==> src/rtl/uts_pkg.sv <==
// Shared types, constants and byte classifiers for the UTF-8 text sanitizer.
package uts_pkg;

  localparam logic [7:0] QMARK       = 8'h3F;
  localparam logic [7:0] SPACE       = 8'h20;
  localparam logic [7:0] CARET       = 8'h5E;
  localparam logic [7:0] DEL_CHAR    = 8'h7F;
  localparam logic [7:0] DIGIT_0     = 8'h30;
  localparam logic [7:0] DIGIT_9     = 8'h39;
  localparam logic [7:0] LIMIT_RESET = 8'd96;

  localparam int QueueDepth = 2;
  localparam int QPtrW      = $clog2(QueueDepth);
  localparam int QCntW      = $clog2(QueueDepth + 1);

  // One queued command: up to four output words built from a single input word.
  typedef struct packed {
    logic [3:0][7:0] bytes;  // word i goes out as bytes[i]
    logic [2:0]      cnt;    // number of words, 1..4
    logic            mark;   // bare end marker (out_valid 0)
    logic            last;   // final word carries last
  } cmd_t;

  // Expected sequence length for a lead byte; 0 for an illegal lead.
  function automatic logic [2:0] lead_len(input logic [7:0] b);
    logic [2:0] len;
    len = 3'd0;
    if (b >= 8'hC2 && b <= 8'hDF)      len = 3'd2;
    else if (b >= 8'hE0 && b <= 8'hEF) len = 3'd3;
    else if (b >= 8'hF0 && b <= 8'hF4) len = 3'd4;
    return len;
  endfunction

  // Continuation check; second byte is narrowed after E0, ED, F0 and F4.
  function automatic logic cont_ok(input logic [7:0] lead, input logic [1:0] pos,
                                   input logic [7:0] b);
    logic ok;
    ok = (b >= 8'h80) && (b <= 8'hBF);
    if (pos == 2'd1) begin
      if (lead == 8'hE0 && b < 8'hA0)  ok = 1'b0;
      if (lead == 8'hED && b >= 8'hA0) ok = 1'b0;
      if (lead == 8'hF0 && b < 8'h90)  ok = 1'b0;
      if (lead == 8'hF4 && b >= 8'h90) ok = 1'b0;
    end
    return ok;
  endfunction

endpackage

==> src/rtl/utf8_text_sanitizer_core.sv <==
// UTF-8 text sanitizer: top level joining front end, command queue and back end.
//
// Input channel (in_valid_i/in_ready_o): one word per string byte, data_byte_i,
// with end_of_text_i set on the terminator word (its data byte is ignored).
// Output channel (res_valid_o/res_ready_i): sanitized bytes on out_byte_o with
// out_valid_o high; last_o marks the final word of a string. A terminator that
// flushes nothing yields one bare marker word (out_valid_o low, byte 0).
// Config channel (cfg_valid_i/cfg_ready_o): writes output_limit; always ready.
// Write it only while no string is in flight.
// First output word: registered in a queue entry, then in the back end command register.
// Throughput: one input word per cycle while the receiver is ready and each word yields
// at most one output word; a word yielding n words (full multibyte sequence, or '?'
// flush plus a fresh byte) holds the back end until all n words are accepted. The
// two-entry command queue lets the front end keep taking words during such bursts.
// Receiver stall: the back end holds its word, the queue fills, and in_ready_o
// drops once both queue entries are taken.
// Reset (rst_ni low, asynchronous): string state cleared, queue empty, limit 96.
module utf8_text_sanitizer_core (
  input  logic       clk_i,
  input  logic       rst_ni,
  input  logic       in_valid_i,
  output logic       in_ready_o,
  input  logic [7:0] data_byte_i,
  input  logic       end_of_text_i,
  output logic       res_valid_o,
  input  logic       res_ready_i,
  output logic [7:0] out_byte_o,
  output logic       out_valid_o,
  output logic       last_o,
  input  logic       cfg_valid_i,
  output logic       cfg_ready_o,
  input  logic [7:0] cfg_data_i
);

  logic          push_valid, push_ready;
  uts_pkg::cmd_t push_cmd;
  logic          q_valid, q_pop;
  uts_pkg::cmd_t q_cmd;

  // Limit register has no back pressure.
  assign cfg_ready_o = 1'b1;

  uts_front u_front (
    .clk_i         (clk_i),
    .rst_ni        (rst_ni),
    .in_valid_i    (in_valid_i),
    .in_ready_o    (in_ready_o),
    .data_byte_i   (data_byte_i),
    .end_of_text_i (end_of_text_i),
    .cfg_valid_i   (cfg_valid_i && cfg_ready_o),
    .cfg_data_i    (cfg_data_i),
    .push_ready_i  (push_ready),
    .push_valid_o  (push_valid),
    .push_cmd_o    (push_cmd)
  );

  uts_queue u_queue (
    .clk_i        (clk_i),
    .rst_ni       (rst_ni),
    .push_valid_i (push_valid),
    .push_ready_o (push_ready),
    .push_cmd_i   (push_cmd),
    .pop_valid_o  (q_valid),
    .pop_i        (q_pop),
    .pop_cmd_o    (q_cmd)
  );

  uts_back u_back (
    .clk_i       (clk_i),
    .rst_ni      (rst_ni),
    .cmd_valid_i (q_valid),
    .cmd_pop_o   (q_pop),
    .cmd_i       (q_cmd),
    .res_valid_o (res_valid_o),
    .res_ready_i (res_ready_i),
    .out_byte_o  (out_byte_o),
    .out_valid_o (out_valid_o),
    .last_o      (last_o)
  );

endmodule

==> src/rtl/uts_front.sv <==
// Front end: holds the string state, classifies each input word into a command.
module uts_front (
  input  logic          clk_i,
  input  logic          rst_ni,
  input  logic          in_valid_i,
  output logic          in_ready_o,
  input  logic [7:0]    data_byte_i,
  input  logic          end_of_text_i,
  input  logic          cfg_valid_i,
  input  logic [7:0]    cfg_data_i,
  input  logic          push_ready_i,
  output logic          push_valid_o,
  output uts_pkg::cmd_t push_cmd_o
);

  logic [7:0] limit_q;
  logic [7:0] held_q [3];
  logic [7:0] held_d [3];
  logic [1:0] hc_q, hc_d;
  logic [2:0] sl_q, sl_d;
  logic       caret_q, caret_d;
  logic [7:0] ec_q, ec_d;
  logic       st_q, st_d;

  logic       in_fire;
  logic [1:0] flush_k;
  logic       do_fresh, do_complete;
  logic [7:0] avail0;
  logic [1:0] nq;
  logic       st1;
  logic [7:0] ec1;
  logic       f_emit;
  logic [7:0] f_byte;
  logic [2:0] f_len;
  logic       fits;
  logic [8:0] ec_plus;
  uts_pkg::cmd_t cmd;

  assign in_ready_o   = push_ready_i;
  assign in_fire      = in_valid_i && in_ready_o;
  assign push_valid_o = in_fire && (cmd.cnt != 3'd0);
  assign push_cmd_o   = cmd;

  always_comb begin
    hc_d    = hc_q;
    sl_d    = sl_q;
    caret_d = caret_q;
    ec_d    = ec_q;
    st_d    = st_q;
    for (int i = 0; i < 3; i++) held_d[i] = held_q[i];
    cmd         = '0;
    flush_k     = 2'd0;
    do_fresh    = 1'b0;
    do_complete = 1'b0;
    f_emit      = 1'b0;
    f_byte      = 8'h00;
    f_len       = uts_pkg::lead_len(data_byte_i);
    fits        = 1'b0;
    ec_plus     = 9'd0;

    // Dispatch
    if (end_of_text_i) begin
      flush_k = hc_q;
    end else if (hc_q == 2'd0) begin
      do_fresh = 1'b1;
    end else if (!uts_pkg::cont_ok(held_q[0], hc_q, data_byte_i)) begin
      flush_k  = hc_q;
      do_fresh = 1'b1;
    end else if ({1'b0, hc_q} + 3'd1 >= sl_q) begin
      do_complete = 1'b1;
    end

    // Flush of held bytes as '?', limited by room
    avail0 = (st_q || ec_q >= limit_q) ? 8'd0 : 8'(limit_q - ec_q);
    if ({6'd0, flush_k} > avail0) begin
      nq  = avail0[1:0];
      st1 = 1'b1;
    end else begin
      nq  = flush_k;
      st1 = st_q;
    end
    ec1 = 8'(ec_q + {6'd0, nq});
    if (flush_k != 2'd0) begin
      hc_d = 2'd0;
      sl_d = 3'd0;
    end
    ec_d = ec1;
    st_d = st1;

    // Fresh byte handling
    if (do_fresh) begin
      caret_d = 1'b0;
      if (!(caret_q && data_byte_i >= uts_pkg::DIGIT_0 && data_byte_i <= uts_pkg::DIGIT_9))
      begin
        if (st1 || ec1 >= limit_q) begin
          st_d = 1'b1;
        end else if (data_byte_i[7]) begin
          if (f_len == 3'd0) begin
            f_emit = 1'b1;
            f_byte = uts_pkg::QMARK;
          end else begin
            held_d[0] = data_byte_i;
            hc_d      = 2'd1;
            sl_d      = f_len;
          end
        end else if (data_byte_i == uts_pkg::CARET) begin
          caret_d = 1'b1;
        end else begin
          f_emit = 1'b1;
          f_byte = (data_byte_i < 8'd32 || data_byte_i == uts_pkg::DEL_CHAR)
                   ? uts_pkg::SPACE : data_byte_i;
        end
      end
      ec_d = 8'(ec1 + {7'd0, f_emit});
    end

    // Command for flush and/or fresh byte
    for (int i = 0; i < 4; i++) begin
      cmd.bytes[i] = (3'(i) < {1'b0, nq}) ? uts_pkg::QMARK : f_byte;
    end
    cmd.cnt = {1'b0, nq} + {2'd0, f_emit};

    if (do_complete) begin
      ec_plus = {1'b0, ec_q} + {6'd0, sl_q};
      fits    = !st_q && (ec_plus <= {1'b0, limit_q});
      hc_d    = 2'd0;
      sl_d    = 3'd0;
      if (fits) begin
        for (int i = 0; i < 3; i++) cmd.bytes[i] = held_q[i];
        cmd.bytes[3]                  = data_byte_i;
        cmd.bytes[2'(sl_q - 3'd1)]    = data_byte_i;
        cmd.cnt                       = sl_q;
        ec_d                          = ec_plus[7:0];
      end else begin
        st_d = 1'b1;
      end
    end else if (!end_of_text_i && !do_fresh && flush_k == 2'd0) begin
      // Continuation kept for later
      held_d[hc_q] = data_byte_i;
      hc_d         = 2'(hc_q + 2'd1);
    end

    if (end_of_text_i) begin
      if (nq == 2'd0) begin
        cmd.bytes = '0;
        cmd.cnt   = 3'd1;
        cmd.mark  = 1'b1;
      end
      cmd.last = 1'b1;
      hc_d     = 2'd0;
      sl_d     = 3'd0;
      caret_d  = 1'b0;
      ec_d     = 8'd0;
      st_d     = 1'b0;
    end
  end

  always_ff @(posedge clk_i or negedge rst_ni) begin
    if (!rst_ni) begin
      limit_q <= uts_pkg::LIMIT_RESET;
      hc_q    <= 2'd0;
      sl_q    <= 3'd0;
      caret_q <= 1'b0;
      ec_q    <= 8'd0;
      st_q    <= 1'b0;
      for (int i = 0; i < 3; i++) held_q[i] <= 8'h00;
    end else begin
      if (cfg_valid_i) limit_q <= cfg_data_i;
      if (in_fire) begin
        hc_q    <= hc_d;
        sl_q    <= sl_d;
        caret_q <= caret_d;
        ec_q    <= ec_d;
        st_q    <= st_d;
        for (int i = 0; i < 3; i++) held_q[i] <= held_d[i];
      end
    end
  end

endmodule

==> src/rtl/uts_queue.sv <==
// Short command queue between front and back ends.
module uts_queue (
  input  logic          clk_i,
  input  logic          rst_ni,
  input  logic          push_valid_i,
  output logic          push_ready_o,
  input  uts_pkg::cmd_t push_cmd_i,
  output logic          pop_valid_o,
  input  logic          pop_i,
  output uts_pkg::cmd_t pop_cmd_o
);

  uts_pkg::cmd_t                mem_q [uts_pkg::QueueDepth];
  logic [uts_pkg::QPtrW-1:0]    wr_q, rd_q;
  logic [uts_pkg::QCntW-1:0]    cnt_q;
  logic                         do_push, do_pop;

  assign push_ready_o = cnt_q != uts_pkg::QCntW'(uts_pkg::QueueDepth);
  assign pop_valid_o  = cnt_q != '0;
  assign pop_cmd_o    = mem_q[rd_q];
  assign do_push      = push_valid_i && push_ready_o;
  assign do_pop       = pop_i && pop_valid_o;

  always_ff @(posedge clk_i) begin
    if (do_push) mem_q[wr_q] <= push_cmd_i;
  end

  always_ff @(posedge clk_i or negedge rst_ni) begin
    if (!rst_ni) begin
      wr_q  <= '0;
      rd_q  <= '0;
      cnt_q <= '0;
    end else begin
      if (do_push) wr_q <= (wr_q == uts_pkg::QPtrW'(uts_pkg::QueueDepth - 1)) ? '0 : wr_q + 1'b1;
      if (do_pop)  rd_q <= (rd_q == uts_pkg::QPtrW'(uts_pkg::QueueDepth - 1)) ? '0 : rd_q + 1'b1;
      if (do_push && !do_pop)      cnt_q <= cnt_q + 1'b1;
      else if (do_pop && !do_push) cnt_q <= cnt_q - 1'b1;
    end
  end

endmodule

==> src/rtl/uts_back.sv <==
// Back end: plays a command out one word per accepted output handshake.
module uts_back (
  input  logic          clk_i,
  input  logic          rst_ni,
  input  logic          cmd_valid_i,
  output logic          cmd_pop_o,
  input  uts_pkg::cmd_t cmd_i,
  output logic          res_valid_o,
  input  logic          res_ready_i,
  output logic [7:0]    out_byte_o,
  output logic          out_valid_o,
  output logic          last_o
);

  uts_pkg::cmd_t cmd_q;
  logic          busy_q;
  logic [1:0]    idx_q;
  logic          final_word;
  logic          res_fire;

  assign final_word  = ({1'b0, idx_q} == cmd_q.cnt - 3'd1);
  assign res_fire    = busy_q && res_ready_i;
  assign cmd_pop_o   = cmd_valid_i && (!busy_q || (res_fire && final_word));
  assign res_valid_o = busy_q;
  assign out_byte_o  = cmd_q.bytes[idx_q];
  assign out_valid_o = !cmd_q.mark;
  assign last_o      = cmd_q.last && final_word;

  always_ff @(posedge clk_i) begin
    if (cmd_pop_o) cmd_q <= cmd_i;
  end

  always_ff @(posedge clk_i or negedge rst_ni) begin
    if (!rst_ni) begin
      busy_q <= 1'b0;
      idx_q  <= 2'd0;
    end else if (cmd_pop_o) begin
      busy_q <= 1'b1;
      idx_q  <= 2'd0;
    end else if (res_fire) begin
      if (final_word) busy_q <= 1'b0;
      idx_q <= idx_q + 2'd1;
    end
  end

endmodule

==> config.mk <==
export PLATFORM = sky130hd
export DESIGN_NAME = utf8_text_sanitizer_core
export DESIGN_NICKNAME = d
export VERILOG_FILES = /design/src/rtl/uts_pkg.sv /design/src/rtl/utf8_text_sanitizer_core.sv /design/src/rtl/uts_front.sv /design/src/rtl/uts_queue.sv /design/src/rtl/uts_back.sv
export SDC_FILE = /design/constraint.sdc
export NUM_CORES = 1
export LEC_CHECK = 0
export CAP_MARGIN = 20
export CORE_AREA = 5 5 146 148
export DETAILED_ROUTE_END_ITERATION = 8
export DIE_AREA = 0 0 151 153
export DONT_BUFFER_PORTS = 1
export GPL_ROUTABILITY_DRIVEN = 0
export PLACE_DENSITY_LB_ADDON = 0.1
export SLEW_MARGIN = 25
export SYNTH_ARGS = -nofsm -noshare
export SYNTH_HDL_FRONTEND = slang
export SYNTH_SLANG_ARGS = --single-unit
==> constraint.sdc <==
create_clock -name clk_i -period 9.2 [get_ports clk_i]
set_input_delay 1.84 -clock clk_i [delete_from_list [all_inputs] [get_ports clk_i]]
set_output_delay 1.84 -clock clk_i [all_outputs]
set_load 0.02 [all_outputs]
-- Yosys cells after proc, flatten, opt, wreduce, memory -nomap -nowiden
Memory sizes are Yosys's and may differ from the RTL's. A register that Yosys moved wholly into a read port is not among the register bits.
Cells that the tools add are included.
- register bits: 54
- bits in writable memories: 74
- input bits: 22
- output and inout port bits: 13
- word-level logic and storage cells: 221
- memories kept: 1
- memory list (memory ; words ; bits a word ; read ports ; clocked after Yosys merged registers in ; wr ports ; RTL line ; text):
    u_queue.mem_q ; 2 ; 37 ; 1 ; 1 ; 1 ; uts_queue.sv:13 ; uts_pkg::cmd_t mem_q [uts_pkg::QueueDepth];
- add/subtract/negate cells: 14
- magnitude comparators: 28
- equality and inequality tests: 9
- muxes and demuxes: 103
- bitwise logic cells: 2
- reduce and logical (&&, ||, !) cells: 50
- operators with widths (cell ; number):
    two-way mux 8 bit ; 21
    two-way mux 35 bit ; 2
    greater-or-equal comparator 8 bit (second input constant) ; 6
    two-way mux 24 bit ; 2
    two-way mux 1 bit ; 41
    two-way mux 37 bit ; 1
    two-way mux 36 bit ; 1
    two-way mux 2 bit ; 17
    two-way mux 3 bit ; 11
    bitwise mux 32 bit ; 1
    demux 8 bit (select 2 bit) ; 2
    == test 8 bit (second input constant) ; 4
    less-or-equal comparator 8 bit (second input constant) ; 4
    logical AND 1 bit ; 25
    bitwise mux 24 bit ; 1
    binary-select mux 8 bit (select 2 bit) ; 1
    == test 8 x 7 -> 1 bit (second input constant) ; 2
    greater-or-equal comparator 8 bit ; 2
    less-than comparator 8 bit (second input constant) ; 2
    nonzero test 2 bit ; 6
    adder 8 x 3 -> 9 bit ; 1
    less-or-equal comparator 9 x 8 -> 1 bit ; 1
    adder 8 x 1 -> 8 bit ; 1
    adder 8 x 2 -> 8 bit ; 1
    other kinds (32) ; 50

-- Logic depth before layout (Yosys ltp)
- depth in word-level cells: 33
- mapped depth: 39
- depth with buffers taken out: 37

-- Cells and area by module
A second synthesis with hierarchy kept.
- cell total of the unflattened synthesis: 752
- area total of the unflattened synthesis: 9090.0 um2
- by module, submodules not included (module ; times used ; cells each ; area each (um2) ; sequential area each (um2)):
    uts_front ; 1 ; 544 ; 4599.4 ; 1178.6
    uts_queue ; 1 ; 133 ; 2946.6 ; 2322.2
    uts_back ; 1 ; 73 ; 1532.7 ; 1186.1
    utf8_text_sanitizer_core ; 1 ; 2 ; 11.3 ; 0.0

-- Worst setup path after synthesis
Ideal clock, no wire load.
- kind: input -> register
- start: in data_byte_i[5]
- end: mem u_queue.mem_q[1][0] (netlist bit), enable pin
- library setup time: 0.398 ns
- arrival time: 9.084 ns
- data required time: 8.802 ns
- slack: -0.282 ns
- stages: 34
- buffers on the path: 3
- cells stage by stage: buf_2 and4bb_2 a211oi_4 o311ai_0 a21o_1 nand2_1 inv_1 ha_1 nor2b_1 o211ai_1 a221oi_2 o211a_1 nand2_1 o22ai_1 ha_1 inv_1 fa_1 nand3b_1 xnor2_1 inv_1 ha_1 a21o_1 a2111oi_0 o2bb2ai_1 o2111ai_2 buf_6 buf_6 nor4_1 ha_1 ha_1 nor3_1 mux2_4 a41oi_2 and2_1
- longest elaborated chain between the ends: 31
- elaborated cells on any way between the ends: 69
- classes of those cells: add/sub (2); order compare (16); eq/ne (1); mux (34); reduce/logical (16)
- ends and longest elaborated chain (what ; RTL line ; text):
    from (decl) ; utf8_text_sanitizer_core.sv:23 ; input logic [7:0] data_byte_i,
    greater-or-equal comparator 8 bit (tied with other cells) ; uts_pkg.sv:38 ; ok = (b >= 8'h80) && (b <= 8'hBF);
    logical AND 1 bit, on equally long branches ; uts_pkg.sv:38, uts_pkg.sv:40 ;
    two-way mux 1 bit ; uts_pkg.sv:40 ; if (lead == 8'hE0 && b < 8'hA0) ok = 1'b0;
    two-way mux 1 bit ; uts_pkg.sv:41 ; if (lead == 8'hED && b >= 8'hA0) ok = 1'b0;
    two-way mux 1 bit ; uts_pkg.sv:42 ; if (lead == 8'hF0 && b < 8'h90) ok = 1'b0;
    two-way mux 1 bit ; uts_pkg.sv:43 ; if (lead == 8'hF4 && b >= 8'h90) ok = 1'b0;
    two-way mux 1 bit ; uts_pkg.sv:39 ; if (pos == 2'd1) begin
    two-way mux 1 bit ; uts_front.sv:64 ; end else if (hc_q == 2'd0) begin
    (+16 left out) ; -- ;
    two-way mux 36 bit ; uts_front.sv:144 ; if (nq == 2'd0) begin
    two-way mux 37 bit (*) ; uts_front.sv:143 ; if (end_of_text_i) begin
    nonzero test 3 bit (*) ; uts_front.sv:41 ; assign push_valid_o = in_fire && (cmd.cnt != 3'd0);
    logical AND 1 bit (*) ; uts_front.sv:41 ;
    logical AND 1 bit (*) ; uts_queue.sv:21 ; assign do_push = push_valid_i && push_ready_o;
    via u_queue.do_push ; uts_queue.sv:16 ; logic do_push, do_pop;
    two-way mux 1 bit (*) ; uts_queue.sv:25 ; if (do_push) mem_q[wr_q] <= push_cmd_i;
    two-way mux 1 bit (not written as such) (*) ; uts_queue.sv:25 ;
    to (decl) ; uts_queue.sv:13 ;
Mark *: on every way through the listed nets, which the timed path passes. The rest lies on a longest branch. The select of a mux whose other input is x is not followed.

-- Final worst setup path
- start: in data_byte_i[4]
- end: mem u_queue.mem_q[1][31] (netlist bit), enable pin
The elaborated chain is that of the path after synthesis.

==> reports/results.tsv <==
metric	value	unit
status	finished clean	
utilization	0.5030	
cp-start-kind	input pin	
core.rowCount	52	
post_drt_wl_per_cell	21.18	um
drtPass1Iterations	5	
antenna_cells	0	
clk_pin_slew_worst_paths	0.07	ns
yosys_warnings	0	
wirelength	21880	um
layout.cells.non_filler	1033	
worstPathArrival	8.81	ns
crit_path_top_delay_cell	fa_1	
clock-sinks	165	
setup_tns	0	ns
worstRegToRegCells	32	
p_per_area	290.0	mW/mm2
p_leak	3.975	nW
dp.cells	1001	
grt_pass1_wl	34950	um
drc	0	
tightest_slew	0.8357	ns
power	2.904	mW
cts_tree	done	
ys_types	87	
synth_top_area_frac	0.3650	
finalCritPeriodShare	0.9457	
synthCells	759	
worst_slew_margin_rel	0.4377	
end_kind	flip-flop	
ir_drop	0.1392	mV
core-area	0.01991	mm2
grt_pass1_vias	6210	
ys_seq_area_frac	0.5132	
ys_top_cells_by_count	111 x edfxtp_1, 70 x nand2_1, 52 x dfrtp_1	
chipHeight	153	um
cts_root_buf	clkbuf_16	
numCtsBuffers	17	
grtUsageTotal	0.1961	
min_path_type	reg2reg	
finalNetCount	819	
grt_max_degree	55	
synth-main-ff-cell	edfxtp_1	
initial_core_util	0.4587	
synth_top_area_cell	edfxtp_1	
min_period	8.701	ns
timing.rr.start	u_front.ec_q[3]	
max_stage_delay	0.45	ns
rsz0062_at_grt	no	
dp_hpwl	15860	um
worstHoldPathCells	1	
path_max_fanout	37	
synth-seq-cells	165	
skew	0.01774	ns
setup-violations-final	0	
yosysMostFrequentCell	edfxtp_1	
cts_buffer_depth	2	
cpMostUsedCell	ha_1	
required	9.31	ns
maxCapViolCount	0	
htreeDepth	4	
pin_count	35	
area_growth_syn_to_layout	9.646	%
drt_iter0_drc	586	
synth_edf_count	111	
clk-insertion-delay-late	0.43	ns
hold_violations	0	
antenna_found_initial	0	
holdWs	0.4665	ns
die_x	151	um
syn_area_per_cell	12.03	um2
synth-async-reset-ratio	0.3273	
fmaxAchievable	114.9	MHz
drv_slew	0	
synthesis.nets	828	
portBuffers	0	
die-area	0.02310	mm2
critPathLaunch	data_byte_i[4]	
netlist_area	0.009133	mm2
synth.area.top_cells	edfxtp_1 36%, dfrtp_1 14%, mux2_2 6.0%, ha_1 6.0%, nand2_1 2.9%	
overflow	0	
vias	6121	
criticalPathCategory	in2reg	
layout-drive-gt1-share	0.1887	
via_per_inst	5.925	
drt.antenna.violating_nets	0	
flip-flops by register name, indices dropped and copies added (netlist names), named ones only:
name,cells
u_back.cmd_q,37
u_back.idx_q,2
u_back.res_valid_o,1
u_front.caret_q,1
u_front.ec_q,8
u_front.hc_q,2
u_front.held_q,8
u_front.limit_q,8
u_front.sl_q,3
u_front.st_q,1
u_queue.cnt_q,2
u_queue.mem_q,74
u_queue.rd_q,1
u_queue.wr_q,1
timing repair:
item / in CTS / in global routing
resized for setup: 0 / 2
hold buffers: 0 / 0
endpoints found under the hold margin: 0 / 0
buffers inserted: 0 / 0
setup endpoints to repair: 0 / 75
worst paths after layout:
check | to | slack, ns
max | u_queue.mem_q[1][31] | 0.50
min | flip-flop | 0.47
max reg2reg | u_queue.mem_q[1][31] | 1.00
min reg2reg | flip-flop | 0.47
max in group asynchronous | u_front.limit_q[6] | 7.94
min in group asynchronous | u_front.limit_q[3] | 1.09
cells by family (layout without fill, tap and decap cells):
kind of cell	Yosys count	count (layout)	synth area share
other	1	1	0.0004106
buffers and inverters	84	88	0.03877
adder cells (fa/ha/maj)	47	47	0.06686
AND/OR/NAND/NOR	204	204	0.1151
AO/OA/AOI/OAI	149	149	0.1280
flip-flops	165	165	0.5132
multiplexers	79	79	0.1081
XOR/XNOR	30	30	0.02959
per-stage QoR:
step                area (um2)  setup WS [ns]
global route             10010        0.02746
global placement          9395         0.3100
finish                   10010         0.4991
detailed placement        9395        0.02982
CTS                      10000         0.4623
floorplan                 9135         0.1037
area by class of cell:
cell class	count	area [um2]
Timing Repair Buffer	8	85.08
Inverter	48	180.2
Tap cell	270	337.8
Clock buffer	17	425.4
Clock inverter	15	178.9
Multi-Input combinational cell	510	4119
Fill cell	1782	9896
Sequential cell	165	4687
cell usage in the layout, fill, tap and decap left out, drive strengths merged, types with 13 or more instances in the layout:
cell type	count
dfrtp	52
o21ai	33
xnor2	22
mux2	56
a221oi	13
edfxtp	111
ha	44
nand2	70
a21oi	31
clkbuf	17
mux2i	15
nand3	18
nor2	29
inv	55
critical path, delay by kind of cell:
family / cells / cell delay (ns)
fa+ha+maj: 6 / 1.54
simple gates: 8 / 1.37
compound gates: 12 / 3.07
mux: 1 / 0.26
buf+inv: 4 / 0.47
xor+xnor: 1 / 0.25
layer usage:
metal | up-vias | wire length [um] | global-route usage
li1 | 2838 | - | -
met1 | 3081 | 10220 | 0.2862
met2 | 186 | 10380 | 0.3016
met3 | 16 | 1061 | 0.03790
met4 | 0 | 218 | 0.05095
met5 | - | 0 | 0
where the power goes:
group | switching (mW) | total [mW] | internal (mW)
registers | 0.106 | 1.13 | 1.03
logic | 0.613 | 1.05 | 0.435
clock network | 0.333 | 0.722 | 0.389
total | 1.05 | 2.90 | 1.85
Power figures use the tool's default switching activity.
